$ cat src/rtl/core/command_byte_decoder_unit_defines.svh
// Assertion macros for the command byte decoder response register.
`ifndef COMMAND_BYTE_DECODER_UNIT_DEFINES_SVH
`define COMMAND_BYTE_DECODER_UNIT_DEFINES_SVH
`ifndef SYNTHESIS
// Checked outside reset.
`define CBD_ASSERT(lbl, prop) \
  lbl: assert property (@(posedge clk) disable iff (rst) prop) \
    else $error("command byte decoder assertion failed");
// Checked at every edge, reset included.
`define CBD_ASSERT_ALWAYS(lbl, prop) \
  lbl: assert property (@(posedge clk) prop) \
    else $error("command byte decoder assertion failed");
`else
`define CBD_ASSERT(lbl, prop)
`define CBD_ASSERT_ALWAYS(lbl, prop)
`endif
`endif

$ cat src/rtl/core/cbd_pkg.sv
// Types and codes shared by the command byte decoder modules.
package cbd_pkg;

  typedef struct packed {
    logic [7:0] data_byte;
    logic [7:0] bytes_waiting;
  } cbd_in_t;

  typedef struct packed {
    logic [7:0] resp_byte;
    logic       resp_last;
  } cbd_out_t;

  // Response descriptor handed from the decoder to the response stage.
  typedef struct packed {
    logic        valid;
    logic        burst;
    logic [7:0]  code;
    logic [2:0]  mode;
    logic [15:0] wing;
  } cbd_resp_t;

  localparam logic [7:0] RESP_OK   = 8'h00;
  localparam logic [7:0] ERR_TYPE  = 8'hE0;
  localparam logic [7:0] ERR_MODE  = 8'hE1;
  localparam logic [7:0] ERR_RANGE = 8'hE2;
  localparam logic [7:0] ERR_SHORT = 8'hE3;

  localparam logic [3:0] CMD_MODE   = 4'h1;
  localparam logic [3:0] CMD_MOTION = 4'h2;
  localparam logic [3:0] CMD_WING   = 4'h3;
  localparam logic [3:0] CMD_MOUTH  = 4'h4;
  localparam logic [3:0] CMD_STATUS = 4'hF;

  localparam logic [3:0] MOTION_LEN = 4'd9;
  localparam logic [3:0] WING_LEN   = 4'd2;
  localparam logic [3:0] MODE_MAX   = 4'd5;

  localparam logic signed [15:0] ANGLE_LIMIT = 16'sd450;
  localparam logic signed [7:0]  RATE_LIMIT  = 8'sd100;

  localparam logic [2:0] STATUS_LAST = 3'd7;

  function automatic logic angle_ok(input logic [15:0] a);
    return ($signed(a) >= -ANGLE_LIMIT) && ($signed(a) <= ANGLE_LIMIT);
  endfunction

  // Sign clear, not zero, not a NaN.
  function automatic logic period_positive(input logic [31:0] b);
    return !b[31] && (b != 32'd0) && !((&b[30:23]) && (|b[22:0]));
  endfunction

endpackage

$ cat src/rtl/core/cbd_decode.sv
// Command decoder: phase, payload collection, settings registers.
module cbd_decode (
  input  logic              clk,
  input  logic              rst,
  input  logic              accept,
  input  cbd_pkg::cbd_in_t  item,
  output cbd_pkg::cbd_resp_t rsp
);
  import cbd_pkg::*;

  typedef enum logic [1:0] {
    PH_IDLE,
    PH_MOTION,
    PH_WING,
    PH_SPARE
  } phase_t;

  phase_t      phase, phase_next;
  logic [3:0]  payload_count, payload_count_next;
  logic [7:0]  payload_store [MOTION_LEN];
  logic [3:0]  pending_sub, pending_sub_next;
  logic [2:0]  motion_mode, motion_mode_next;
  logic [1:0]  wing_select, wing_select_next;
  logic        mouth_open, mouth_open_next;
  logic [15:0] wing_tenths, wing_tenths_next;
  logic [15:0] max_angle_tenths, max_angle_tenths_next;
  logic [7:0]  rate_hundredths, rate_hundredths_next;
  logic [31:0] period_bits, period_bits_next;

  logic [3:0]  cmd_type, cmd_sub;
  logic [31:0] per;
  logic [15:0] w_ang, m_ang, a_ang;
  logic [7:0]  rate;

  assign cmd_type = item.data_byte[7:4];
  assign cmd_sub  = item.data_byte[3:0];
  // The final payload byte is taken straight from the input.
  assign per   = {payload_store[3], payload_store[2], payload_store[1], payload_store[0]};
  assign w_ang = {payload_store[5], payload_store[4]};
  assign m_ang = {payload_store[7], payload_store[6]};
  assign rate  = item.data_byte;
  assign a_ang = {item.data_byte, payload_store[0]};

  always_comb begin
    phase_next            = phase;
    payload_count_next    = payload_count;
    pending_sub_next      = pending_sub;
    motion_mode_next      = motion_mode;
    wing_select_next      = wing_select;
    mouth_open_next       = mouth_open;
    wing_tenths_next      = wing_tenths;
    max_angle_tenths_next = max_angle_tenths;
    rate_hundredths_next  = rate_hundredths;
    period_bits_next      = period_bits;
    rsp       = '0;
    rsp.mode  = motion_mode;
    rsp.wing  = wing_tenths;
    if (accept) begin
      case (phase)
        PH_MOTION: begin
          payload_count_next = payload_count + 4'd1;
          if (payload_count == MOTION_LEN - 4'd1) begin
            payload_count_next = '0;
            phase_next         = PH_IDLE;
            rsp.valid          = 1'b1;
            if (angle_ok(w_ang) && angle_ok(m_ang) && period_positive(per) &&
                ($signed(rate) >= -RATE_LIMIT) && ($signed(rate) <= RATE_LIMIT)) begin
              period_bits_next      = per;
              wing_tenths_next      = w_ang;
              max_angle_tenths_next = m_ang;
              rate_hundredths_next  = rate;
              rsp.code              = RESP_OK;
            end else begin
              rsp.code = ERR_RANGE;
            end
          end
        end
        PH_WING: begin
          payload_count_next = payload_count + 4'd1;
          if (payload_count == WING_LEN - 4'd1) begin
            payload_count_next = '0;
            phase_next         = PH_IDLE;
            rsp.valid          = 1'b1;
            if (angle_ok(a_ang) && (pending_sub inside {[4'd1:4'd3]})) begin
              wing_select_next = pending_sub[1:0];
              wing_tenths_next = a_ang;
              rsp.code         = RESP_OK;
            end else begin
              rsp.code = ERR_RANGE;
            end
          end
        end
        default: begin
          phase_next = PH_IDLE;
          rsp.valid  = 1'b1;
          case (cmd_type)
            CMD_MODE: begin
              if (cmd_sub <= MODE_MAX) begin
                motion_mode_next = cmd_sub[2:0];
                rsp.code         = RESP_OK;
              end else begin
                rsp.code = ERR_MODE;
              end
            end
            CMD_MOTION, CMD_WING: begin
              if (item.bytes_waiting >=
                  {4'd0, (cmd_type == CMD_MOTION) ? MOTION_LEN : WING_LEN}) begin
                phase_next         = (cmd_type == CMD_MOTION) ? PH_MOTION : PH_WING;
                payload_count_next = '0;
                pending_sub_next   = cmd_sub;
                rsp.valid          = 1'b0;
              end else begin
                rsp.code = ERR_SHORT;
              end
            end
            CMD_MOUTH: begin
              mouth_open_next = cmd_sub[0];
              rsp.code        = RESP_OK;
            end
            CMD_STATUS: rsp.burst = 1'b1;
            default:    rsp.code  = ERR_TYPE;
          endcase
        end
      endcase
    end
  end

  always_ff @(posedge clk) begin
    if (rst) begin
      phase            <= PH_IDLE;
      payload_count    <= '0;
      pending_sub      <= '0;
      motion_mode      <= '0;
      wing_select      <= 2'd3;
      mouth_open       <= 1'b0;
      wing_tenths      <= '0;
      max_angle_tenths <= '0;
      rate_hundredths  <= '0;
      period_bits      <= '0;
    end else begin
      phase            <= phase_next;
      payload_count    <= payload_count_next;
      pending_sub      <= pending_sub_next;
      motion_mode      <= motion_mode_next;
      wing_select      <= wing_select_next;
      mouth_open       <= mouth_open_next;
      wing_tenths      <= wing_tenths_next;
      max_angle_tenths <= max_angle_tenths_next;
      rate_hundredths  <= rate_hundredths_next;
      period_bits      <= period_bits_next;
    end
  end

  // Payload bytes land at the running count.
  always_ff @(posedge clk) begin
    if (accept && (phase == PH_MOTION || phase == PH_WING) &&
        (payload_count < MOTION_LEN)) begin
      payload_store[payload_count] <= item.data_byte;
    end
  end

endmodule

$ cat src/rtl/core/cbd_resp.sv
// Response register: holds one response and steps through a status burst.
module cbd_resp (
  input  logic                clk,
  input  logic                rst,
  input  cbd_pkg::cbd_resp_t  load,
  output logic                can_load,
  output logic                valid,
  input  logic                stall,
  output cbd_pkg::cbd_out_t   data
);
  import cbd_pkg::*;
  `include "command_byte_decoder_unit_defines.svh"

  logic        busy;
  logic        burst;
  logic [2:0]  beat;
  logic [7:0]  code;
  logic [2:0]  mode;
  logic [15:0] wing;
  logic        last;
  logic        finish;

  assign last     = !burst || (beat == STATUS_LAST);
  assign finish   = busy && !stall && last;
  assign can_load = !busy || finish;
  assign valid    = busy;

  always_comb begin
    data.resp_last = last;
    if (burst) begin
      case (beat)
        3'd0:    data.resp_byte = {5'd0, mode};
        3'd1:    data.resp_byte = wing[7:0];
        3'd2:    data.resp_byte = wing[15:8];
        default: data.resp_byte = 8'd0;
      endcase
    end else begin
      data.resp_byte = code;
    end
  end

  always_ff @(posedge clk) begin
    if (rst) begin
      busy  <= 1'b0;
      burst <= 1'b0;
      beat  <= '0;
    end else if (load.valid) begin
      busy  <= 1'b1;
      burst <= load.burst;
      beat  <= '0;
    end else if (busy && !stall) begin
      // Drop the transaction on its last byte, else advance the beat.
      if (last) begin
        busy <= 1'b0;
      end else begin
        beat <= beat + 3'd1;
      end
    end
  end

  always_ff @(posedge clk) begin
    if (load.valid) begin
      code <= load.code;
      mode <= load.mode;
      wing <= load.wing;
    end
  end

  `CBD_ASSERT(a_load_only_when_free, load.valid |-> can_load)
  `CBD_ASSERT(a_beat_advances, busy && burst && !stall && !last |=> busy && (beat == $past(beat) + 3'd1))
  `CBD_ASSERT(a_stall_holds, busy && stall && !load.valid |=> busy && $stable(beat))
  `CBD_ASSERT_ALWAYS(a_idle_after_reset, rst |=> !busy)

endmodule

$ cat src/rtl/core/command_byte_decoder_unit.sv
// Top level of the command byte decoder.
//
//  channel | direction | payload   | handshake
//  req     | in        | cbd_in_t  | req_valid, req_stall
//  rsp     | out       | cbd_out_t | rsp_valid, rsp_stall
//
// One byte is taken per cycle while req_stall is low; its response is registered and
// shows in the next cycle. A status command gives a burst of eight bytes; a new byte is
// taken only as the last of them drains. Every other response is a single byte.
// A byte is taken whenever the response register is empty or drains in that cycle.
// Synchronous reset returns to the command phase with default settings.
// A stalled response holds, and the request side stalls behind it.
module command_byte_decoder_unit (
  input  logic              clk,
  input  logic              rst,
  input  logic              req_valid,
  output logic              req_stall,
  input  cbd_pkg::cbd_in_t  req,
  output logic              rsp_valid,
  input  logic              rsp_stall,
  output cbd_pkg::cbd_out_t rsp
);
  import cbd_pkg::*;

  logic      accept;
  logic      can_load;
  cbd_resp_t desc;

  assign req_stall = !can_load;
  assign accept    = req_valid && can_load;

  cbd_decode u_decode (
    .clk    (clk),
    .rst    (rst),
    .accept (accept),
    .item   (req),
    .rsp    (desc)
  );

  cbd_resp u_resp (
    .clk      (clk),
    .rst      (rst),
    .load     (desc),
    .can_load (can_load),
    .valid    (rsp_valid),
    .stall    (rsp_stall),
    .data     (rsp)
  );

endmodule

$ cat config.mk
export PLATFORM = sky130hd
export DESIGN_NAME = command_byte_decoder_unit
export DESIGN_NICKNAME = d
export VERILOG_FILES = /design/src/rtl/core/cbd_pkg.sv /design/src/rtl/core/cbd_decode.sv /design/src/rtl/core/cbd_resp.sv /design/src/rtl/core/command_byte_decoder_unit.sv
export VERILOG_INCLUDE_DIRS = /design/src /design/src/rtl/core
export SDC_FILE = /design/constraint.sdc
export NUM_CORES = 1
export LEC_CHECK = 0
export BUFFER_PORTS_ARGS = -buffer_cell sky130_fd_sc_hd__buf_2
export CAP_MARGIN = 20
export CORE_ASPECT_RATIO = 0.8
export CORE_MARGIN = 1.5
export CORE_UTILIZATION = 35
export CTS_CLUSTER_SIZE = 10
export DETAILED_ROUTE_END_ITERATION = 8
export HOLD_SLACK_MARGIN = 0.05
export PLACE_DENSITY_LB_ADDON = 0.15
export SLEW_MARGIN = 40
export SYNTH_ARGS = -nofsm -noshare
export SYNTH_HDL_FRONTEND = slang
export SYNTH_SLANG_ARGS = --single-unit
export TNS_END_PERCENT = 50
$ cat constraint.sdc
create_clock -name clk -period 11.59 [get_ports clk]
set_input_delay 0.5795 -clock clk [delete_from_list [all_inputs] [get_ports clk]]
set_output_delay 0.5795 -clock clk [all_outputs]
set_load 0.1 [all_outputs]
==> run_results.csv, run 1 <==
group,metric,value,unit
sta,rsz0062_at_grt,"no",
worst_setup_path,max_stage_delay,0.50,ns
finish,area_growth,16.91,%
synthesis,synth_area,5328,µm²
finish,fin_area,6228,µm²
synthesis,ys_types,53,
sta,fmax,286.8,MHz
worst_setup_path,critPathTopFamily,"compound AO/OA/AOI/OAI gates",
placed_design,gp_congestion,0.7871,
placed_design,place_area,5648,µm²
synthesis,ys_seq_area_share,61.25,%
sta,post-route-period-util,30.08,%
worst_setup_path,path_cells,"buf_2 -> or3b_2 -> nor2_1 -> ha_1 -> nand2b_1 -> a211o_1 -> a211oi_2 -> o21ai_0 -> a21oi_2 -> buf_4 -> mux2i_1 -> nor2_1",
synthesis,synthCells,432,
status,outcome,"completed",
clock_tree,htree_levels,4,
grt,groute.usage.overall,15.89,%
sta,min_period,3.486,ns
worst_setup_path,cp-start-kind,"primary input",
worst_setup_path,cp-end-kind,"register",
worst_setup_path,slowest_stage,"or3b_2",
worst_setup_path,worstPathArrival,3.77,ns
routing,first_pass_iters,4,
worst_setup_path,critPathKind,"in2reg",
clock_tree,cts_resized,0,
grt,antenna_found_initial,0,
worst_setup_path,critPathRequiredTime,11.87,ns
sta,final-hold-violation-count,0,
synthesis,yosys_warnings,0,
placed_design,io_buffers,30,
clock_tree,clk_latency,0.41,ns
worst_setup_path,cp.depth,12,
finish,drive_above_1_share,18.83,%
routing,routed_wl,11720,µm
routing,drtIter0Drc,225,
synthesis,async_flop_share,0,%
pwr,power_density,166.0,nW/µm²
die,initial_core_util,35.60,%
worst_setup_path,cpMostUsedCell,"nor2_1",
min_path,min_path_type,"reg2reg",
die,rows,40,
clock_tree,cts_root_buffer,"clkbuf_16",
worst_setup_path,reg2reg_depth,11,
routing,wl_per_cell,17.58,µm
die,die_x,140.9,µm
routing,antenna_left,0,
clock_tree,cts_buffer_depth,2,
worst_setup_path,cp_max_fo,25,
pwr,peakVddDrop,0.1075,mV
grt,grt_pass1_vias,3375,
die,die_area,15980,µm²
clock_tree,cts_tree,"yes",
routing,vias,3403,
synthesis,syn-num-nets,466,
clock_tree,post_cts_buffers,0,
worst_setup_path,worst-path-buf-inv,2,
pwr,power_leakage,2.141,nW
synthesis,syn_area_per_cell,12.33,µm²
grt,grt_first_pass_wirelength,18830,µm
sta,fin_worst_skew,0.008732,ns
finish,fin_nets,499,
clock_tree,cts_made_buffers,17,
job,max_cap_violations,0,
finish,n_antenna_cell,0,
sta,fin_setup_tns,0,ns
grt,grt_max_degree,49,
placed_design,place_hpwl,7759,µm
synthesis,synth_ff_type,"edfxtp_1",
die,core_area,14960,µm²
routing,vias_per_cell,5.102,
routing,drc_errors,0,
synthesis,synth-seq-cells,120,
die,fp.dieH,113.4,µm
die,io-pin-count,31,
min_path,whs_path_depth,0,
clock_tree,clock-sinks,120,
synthesis,synth_edf_count,86,
sta,setup_violations,0,
sta,tightestPinTransition,0.7277,ns
clock_tree,ctsHoldBuffers,0,
sta,max_slew_margin,50.23,%
clock_tree,clk_pin_slew_worst_paths,0.05,ns
grt,overflow,0,
sta,final_max_slew_viol_count,0,
[power by group]
part | internal [mW] | switching [mW]
Clock | 0.317 | 0.196
Sequential | 0.466 | 0.00252
Combinational | 0.0121 | 0.0403
[kinds of logic (layout without fill, tap and decap cells)]
group,Yosys count,in the layout,synth area share [%]
buf+inv,33,79,2.795
compound gates,60,60,7.844
xor+xnor,1,1,0.1644
mux,41,41,8.783
fa+ha+maj,14,14,3.288
flops,120,120,61.25
simple gates,163,163,15.88
[synthesized netlist by cell type, types with 4 or more instances]
cell,number,area share [%]
mux2_4,10,2.8
mux2_2,6,1.3
a22oi_1,6,0.85
a21oi_1,21,2.0
buf_2,4,0.38
nor2b_1,23,2.7
nand2_1,21,1.5
nand3_1,12,1.1
nor2_1,55,3.9
nor4_1,9,1.1
clkbuf_1,12,0.85
nor3_1,9,0.85
mux2i_1,25,4.7
nand4_1,6,0.70
o21ai_0,6,0.56
and2_1,4,0.47
and3_1,5,0.59
ha_1,14,3.3
edfxtp_1,86,48
dfxtp_1,34,13
inv_1,13,0.92
[per-stage QoR]
step / worst slack [ns] / instances / total power, mW / util (%) / hold WS (ns)
2_1_floorplan: 7.376 / 432 / 0.5137 / - / 0.4005
3_3_place_gp: 7.755 / 633 / 0.5299 / 37.64 / 0.4139
3_5_place_dp: 7.695 / 635 / 0.5307 / 37.74 / 0.4077
4_1_cts: 8.107 / 667 / 1.046 / 41.61 / 0.4238
5_1_grt: 7.858 / 667 / 1.070 / 41.62 / 0.4426
6_report: 8.104 / 667 / 1.034 / 41.62 / 0.4236
[path summary, 6_finish.rpt]
path | startpoint | slack (ns) | end
hold / removal | u_decode.wing_tenths[13] | 0.42 | u_resp.wing[13]
setup reg to reg | u_resp.beat[0] | 8.73 | u_decode.wing_tenths[6]
hold reg to reg | u_decode.wing_tenths[13] | 0.42 | u_resp.wing[13]
setup / recovery | req[13] | 8.10 | u_resp.burst
[routing by layer]
layer / vias to the layer above / track usage, % / wire (µm)
met5: - / 0 / 0
met4: 0 / 5.417 / 89
met3: 8 / 4.824 / 424
met2: 63 / 22.56 / 4958
met1: 1664 / 22.99 / 6252
li1: 1668 / - / -
[registers in the layout, summed over array words and instances (netlist names)]
| signal | cells |
|---|---|
| u_resp.valid | 1 |
| u_decode.payload_store | 64 |
| u_resp.beat | 3 |
| u_resp.wing | 16 |
| u_decode.phase | 2 |
| u_decode.payload_count | 4 |
| u_decode.motion_mode | 3 |
| u_resp.mode | 3 |
| u_resp.code | 3 |
| u_decode.wing_tenths | 16 |
| u_decode.pending_sub | 4 |
| u_resp.burst | 1 |
[cell usage in the layout, fill, tap and decap left out, types with 4 or more instances in the layout]
cell | netlist | layout
a21oi_1 | 21 | 20
a22oi_1 | 6 | 6
and2_1 | 4 | 4
and3_1 | 5 | 5
buf_2 | 4 | 29
buf_4 | 1 | 5
clkbuf_16 | 0 | 17
dfxtp_1 | 34 | 34
edfxtp_1 | 86 | 86
ha_1 | 14 | 14
inv_1 | 13 | 13
mux2_2 | 6 | 6
mux2_4 | 10 | 10
mux2i_1 | 25 | 25
nand2_1 | 21 | 21
nand3_1 | 12 | 12
nand4_1 | 6 | 6
nor2_1 | 55 | 55
nor2b_1 | 23 | 23
nor3_1 | 9 | 9
nor4_1 | 9 | 9
o21ai_0 | 6 | 6
[layout make-up]
class                           count  area (µm²)
Clock buffer                       18       429.2
Clock inverter                     14       148.9
Fill cell                        1386        8736
Inverter                           13       48.80
Multi-Input combinational cell    279        1919
Sequential cell                   120        3263
Tap cell                          189       236.5
Timing Repair Buffer               34       182.7
No activity file was read; power rests on OpenSTA's default activity.
==> run 2, diff against run 1 <==
- ABC_AREA: unset -> 1
- clock period: 11.59 -> 2.8 ns (I/O delays scaled with it)
==> run 2 against run 1 <==
Effect of this change: combinational power rose to 9.7 times the previous value; core utilization rose by 2.0 points; clock power rose to 4.6 times the previous value; via count rose by 20%; first-iteration DRC count rose by 30%; clock skew rose by 0.0047 ns; setup slack got worse by 7.6 ns; global-route usage rose by 1.2 points.
==> run_results.csv, run 2 <==
group,metric,value,unit
worst_setup_path,worstPathArrival,2.60,ns
status,outcome,"completed",
worst_setup_path,r2r_end,"u_decode.wing_tenths[14]",
synthesis,synth_edf_count,86,
worst_setup_path,critPathTopFamily,"simple AND/OR/NAND/NOR gates",
routing,first_pass_iters,4,
synthesis,syn_area_per_cell,9.179,µm²
synthesis,synth_ff_type,"edfxtp_1",
clock_tree,post_cts_buffers,0,
worst_setup_path,critPathRequiredTime,3.15,ns
sta,fin_worst_skew,0.01343,ns
worst_setup_path,critPathKind,"reg2reg",
routing,vias_per_cell,4.663,
grt,groute.usage.overall,17.05,%
worst_setup_path,cpMostUsedCell,"nand2_1",
synthesis,ys_top_cells_by_count,"nand2_1, nor2_1, edfxtp_1, inv_1, dfxtp_1",
die,initial_core_util,36.13,%
finish,fin_area,6596,µm²
finish,fin_nets,686,
sta,rsz0062_at_grt,"no",
clock_tree,clk_latency,0.42,ns
worst_setup_path,worst-path-buf-inv,0,
worst_setup_path,slowest_stage,"dfxtp_1",
synthesis,synth_area,5461,µm²
finish,area_growth,20.78,%
sta,final-hold-violation-count,0,
die,io-pin-count,31,
finish,largest_reg_flops,64,
clock_tree,cts_root_buffer,"clkbuf_16",
routing,antenna_left,0,
sta,fin_setup_tns,0,ns
worst_setup_path,reg2reg_depth,12,
clock_tree,clock-sinks,120,
die,core_area,15110,µm²
routing,wl_per_cell,14.54,µm
job,max_cap_violations,0,
finish,final_cell_mix,"nand2_1, nor2_1, edfxtp_1",
placed_design,place_hpwl,8889,µm
clock_tree,cts_buffer_depth,2,
sta,final_max_slew_viol_count,0,
clock_tree,htree_levels,4,
sta,tightestPinTransition,0.7644,ns
finish,final_common_cell,"nand2_1",
die,die_area,16370,µm²
routing,routed_wl,12730,µm
worst_setup_path,cp.depth,12,
worst_setup_path,r2r-start,"u_resp.beat[0]",
placed_design,io_buffers,30,
clock_tree,clk_pin_slew_worst_paths,0.05,ns
clock_tree,cts_made_buffers,17,
finish,fin_util,43.64,%
sta,worst_slack,0.5467,ns
routing,drc_errors,0,
worst_setup_path,cp_max_fo,32,
worst_setup_path,crit_start,"u_resp.beat[0]",
min_path,min_path_type,"in2reg",
pwr,power_density,750.3,nW/µm²
synthesis,ys_seq_area_share,59.75,%
clock_tree,cts_tree,"yes",
grt,grt_first_pass_wirelength,20800,µm
placed_design,place_ws,0.3554,ns
routing,drtIter0Drc,293,
sta,fmax,443.8,MHz
grt,antenna_found_initial,0,
grt,grt_max_degree,33,
die,die_x,142.7,µm
worst_setup_path,cp-end-kind,"register",
worst_setup_path,max_stage_delay,0.40,ns
worst_setup_path,cp-start-kind,"register",
grt,overflow,0,
placed_design,gp_congestion,0.8417,
synthesis,synth-seq-cells,120,
synthesis,ys_types,33,
finish,reg_top3,"u_decode.payload_store: 64 flops, u_decode.wing_tenths: 16 flops, u_resp.wing: 16 flops",
placed_design,place_inst,841,
synthesis,yosysMostFrequentCell,"nand2_1",
worst_setup_path,path_cells,"ha_1 -> ha_1 -> nor2_2 -> o21ai_4 -> nand2_4 -> nor2_4 -> nand2_1 -> a21oi_2 -> nand2_2 -> nand2_1 -> nand2_1 -> nor2_1",
finish,regMostFlops,"u_decode.payload_store",
pwr,power_leakage,2.695,nW
grt,grt_pass1_vias,4065,
finish,drive_above_1_share,13.23,%
synthesis,synth_top_area_share,47.29,%
worst_setup_path,rrSetupSlack,0.55,ns
synthesis,async_flop_share,0,%
sta,min_period,2.253,ns
sta,post-route-period-util,80.48,%
sta,max_slew_margin,48.98,%
synthesis,synthCells,595,
die,rows,40,
routing,vias,4080,
pwr,peakVddDrop,0.3913,mV
synthesis,yosysTopAreaCell,"edfxtp_1",
worst_setup_path,endpoint,"u_decode.wing_tenths[14]",
synthesis,yosys_warnings,0,
sta,setup_violations,0,
placed_design,place_area,5931,µm²
finish,n_antenna_cell,0,
finish,finalNonFillerCells,875,
synthesis,syn-num-nets,629,
synthesis,synthTopCellsByArea,"edfxtp_1, dfxtp_1, nand2_1",
die,fp.dieH,114.7,µm
run 2: kinds of logic after synthesis:
| kind of cell | count (synthesis) | share of synthesized area [%] |
|---|---|---|
| AO/OA/AOI/OAI | 56 | 5.842 |
| XOR/XNOR | 2 | 0.3208 |
| adder cells (fa/ha/maj) | 14 | 3.207 |
| buffers and inverters | 84 | 6.185 |
| flip-flops | 120 | 59.75 |
| multiplexers | 4 | 0.8247 |
| AND/OR/NAND/NOR | 315 | 23.87 |
run 2: per-layer routing:
metal  share of wire (%)  up-vias  global-route usage (%)
met5                   0        -                       0
met4                0.75        0                   5.430
met3                 3.1        6                   4.415
met2                  46       71                   27.02
met1                  50     1937                   23.00
li1                    -     2066                       -
run 2: worst min-delay path: cells and delay by family:
family	cells	cell delay, ns
buffers and inverters	1	0.11
AO/OA/AOI/OAI	2	0.23
run 2: metrics by stage:
stage,total power [mW],hold WS [ns]
2_1_floorplan,2.466,0.2091
3_3_place_gp,2.616,0.4143
3_5_place_dp,2.621,0.4165
4_1_cts,4.990,0.1093
5_1_grt,5.140,0.1100
6_report,4.949,0.1244
run 2: how the worst min path moves through the flow:
stage,from,end,cells after the start
after floorplan,rst,u_decode.pending_sub[0],1
after global placement,rst,u_decode.pending_sub[0],2
after detailed placement,rst,u_decode.pending_sub[1],2
after CTS,req[15],u_decode.payload_store[2][7],1
after global routing,req[15],u_decode.payload_store[7][7],1
final,rsp_stall,u_resp.valid,3
run 2: cell type report:
class | count | area, µm²
clock inverters | 12 | 198.9
multi-input cells | 391 | 1861
flip-flops and latches | 120 | 3263
fillers | 1490 | 8518
repair buffers | 47 | 282.8
clock buffers | 20 | 446.7
well taps | 210 | 262.8
inverters | 75 | 281.5
run 2: report_power, final:
part,internal (mW),total [mW],leakage [nW],switching [mW]
logic,0.131,0.510,1.32,0.379
registers,2.02,2.07,1.07,0.0504
clock network,1.60,2.37,0.302,0.767
total,3.75,4.95,2.69,1.20
run 2: what timing repair did:
action / CTS / global route
gates resized for setup: 0 / 0
endpoints found under the hold margin: 7 / 0
hold buffers: 2 / 0
==> run 3, diff against run 2 <==
- ABC_AREA: 1 -> 0
- clock period: 2.8 -> 2.3 ns (I/O delays scaled with it)
==> run 3 against run 2 <==
Effect of this change: setup slack lost 0.58 ns; sequential share of layout area shrank 3.0 points; the run now ends with negative setup slack left; flip-flop and latch count is the same; total power grew 6.3%; non-clock buffer count grew 63; clock skew shrank 0.0035 ns.
==> run_results.csv, run 3 (same netlist as run 1, synthesis figures left out) <==
group,metric,value,unit
worst_setup_path,worst-path-buf-inv,2,
placed_design,io_buffers,30,
worst_setup_path,worstPathArrival,2.63,ns
finish,fin_area,7024,µm²
die,die_x,140.9,µm
pwr,switchingPower,1.148,mW
finish,n_antenna_cell,0,
routing,vias,3730,
sta,final_max_slew_viol_count,0,
routing,vias_per_cell,5.020,
sta,fin_setup_tns,-0.2292,ns
status,outcome,"finished with violations",
finish,area_growth,31.85,%
grt,overflow,0,
clock_tree,cts_tree,"yes",
placed_design,gp_congestion,0.8385,
pwr,combPwrFrac,6.6,%
worst_setup_path,cp_max_fo,7,
routing,drc_errors,0,
worst_setup_path,critPathRequiredTime,2.60,ns
pwr,power_density,749.0,nW/µm²
job,max_cap_violations,0,
routing,first_pass_iters,6,
worst_setup_path,critPathTopFamily,"simple AND/OR/NAND/NOR gates",
pwr,swShare,21.82,%
worst_setup_path,path_cells,"nor4_4 -> nand4_1 -> o21ai_1 -> o31a_2 -> nand4_4 -> a211oi_4 -> buf_6 -> buf_8 -> mux2_2",
finish,drive_above_1_share,31.41,%
clock_tree,htree_levels,4,
worst_setup_path,cp-start-kind,"register",
worst_setup_path,cp-end-kind,"register",
routing,drtIter0Drc,241,
finish,reg_top3,"u_decode.payload_store: 64 flops, u_decode.wing_tenths: 16 flops, u_resp.wing: 16 flops",
finish,regMostFlops,"u_decode.payload_store",
worst_setup_path,rrSetupSlack,-0.04,ns
finish,n_fill_cell,1321,
clock_tree,clk_pin_slew_worst_paths,0.05,ns
clock_tree,clock-sinks,120,
worst_setup_path,max_stage_delay,0.43,ns
worst_setup_path,slowest_stage,"edfxtp_1",
clock_tree,cts_buffer_depth,2,
routing,antenna_left,0,
status,violations,"negative setup slack",
placed_design,place_ws,-0.4007,ns
placed_design,place_hpwl,9038,µm
clock_tree,cts_root_buffer,"clkbuf_16",
sta,fmax,428.2,MHz
die,rows,40,
sta,final-hold-violation-count,0,
clock_tree,clk_latency,0.41,ns
sta,post-route-period-util,101.5,%
routing,wl_per_cell,17.05,µm
grt,grt_pass1_vias,3918,
grt,grt_first_pass_wirelength,20900,µm
pwr,p_int,4.113,mW
grt,groute.usage.overall,17.44,%
finish,final_common_cell,"edfxtp_1",
pwr,total_power,5.261,mW
sta,tightestPinTransition,0.6108,ns
worst_setup_path,critPathKind,"reg2reg",
die,core_area,14960,µm²
sta,fin_worst_skew,0.009943,ns
die,die_area,15980,µm²
pwr,power_leakage,2.559,nW
min_path,min_path_type,"in2reg",
finish,fin_nets,575,
die,initial_core_util,35.60,%
routing,routed_wl,12670,µm
die,fp.dieH,113.4,µm
placed_design,place_area,6290,µm²
sta,worst_slack,-0.03552,ns
clock_tree,cts_made_buffers,17,
pwr,peakVddDrop,0.5098,mV
die,io-pin-count,31,
pwr,p_clk_share,48.5,%
sta,rsz0062_at_grt,"yes",
pwr,power_frac_seq,44.9,%
sta,max_slew_margin,59.19,%
finish,largest_reg_flops,64,
sta,min_period,2.336,ns
sta,setup_violations,15,
grt,grt_max_degree,37,
grt,antenna_found_initial,0,
finish,final_cell_mix,"edfxtp_1, buf_4, nor2_1",
-- run 3: per-stage QoR --
stage,std cells,util [%],hold WS [ns]
floorplan,432,-,0.2139
global placement,703,41.98,0.3682
detailed placement,704,42.03,0.3732
CTS,742,46.65,0.08185
global route,743,46.94,0.07392
finish,743,46.94,0.08129
-- run 3: routing by layer --
metal / up-vias / GRT usage, % / wire length [µm]
met1: 1828 / 23.07 / 5991
met4: 0 / 5.417 / 129
met3: 10 / 4.613 / 511
met2: 69 / 28.11 / 6035
li1: 1823 / - / -
met5: - / 0 / 0
-- run 3: cell type report --
type / count / area, µm² / area share [%]
clock inverter: 9 / 102.6 / 1.461
inverter: 13 / 48.80 / 0.6947
sequential: 120 / 3263 / 46.46
clock buffer: 23 / 467.9 / 6.662
tap: 189 / 236.5 / 3.367
multi-input combinational: 279 / 2031 / 28.91
timing repair buffer: 110 / 874.6 / 12.45
-- run 3: what timing repair did --
item	in CTS	in global routing
hold buffers	2	0
buffers inserted	3	1
cloned	1	0
pin swaps	3	3
hold endpoints to repair	3	0
endpoints found under the setup margin	31	57
resized for setup	19	8
-- run 3: power groups by stage --
stage | logic, mW | registers, mW | clock network, mW
floorplan | 0.186 | 2.41 | 0
global placement | 0.336 | 2.41 | 0
detailed placement | 0.341 | 2.41 | 0
CTS | 0.349 | 2.36 | 2.59
global route | 0.375 | 2.36 | 2.70
finish | 0.347 | 2.36 | 2.55
-- run 3: worst paths after layout --
kind | start | endpoint | depth (start not counted)
worst min-delay path | req[11] | u_decode.payload_store[6][3] | 2
worst max register to register | u_decode.payload_store[0][2] | u_decode.wing_tenths[8] | 9
worst max-delay path | u_decode.payload_store[0][2] | u_decode.wing_tenths[8] | 9
worst min register to register | u_decode.wing_tenths[12] | u_resp.wing[12] | 0
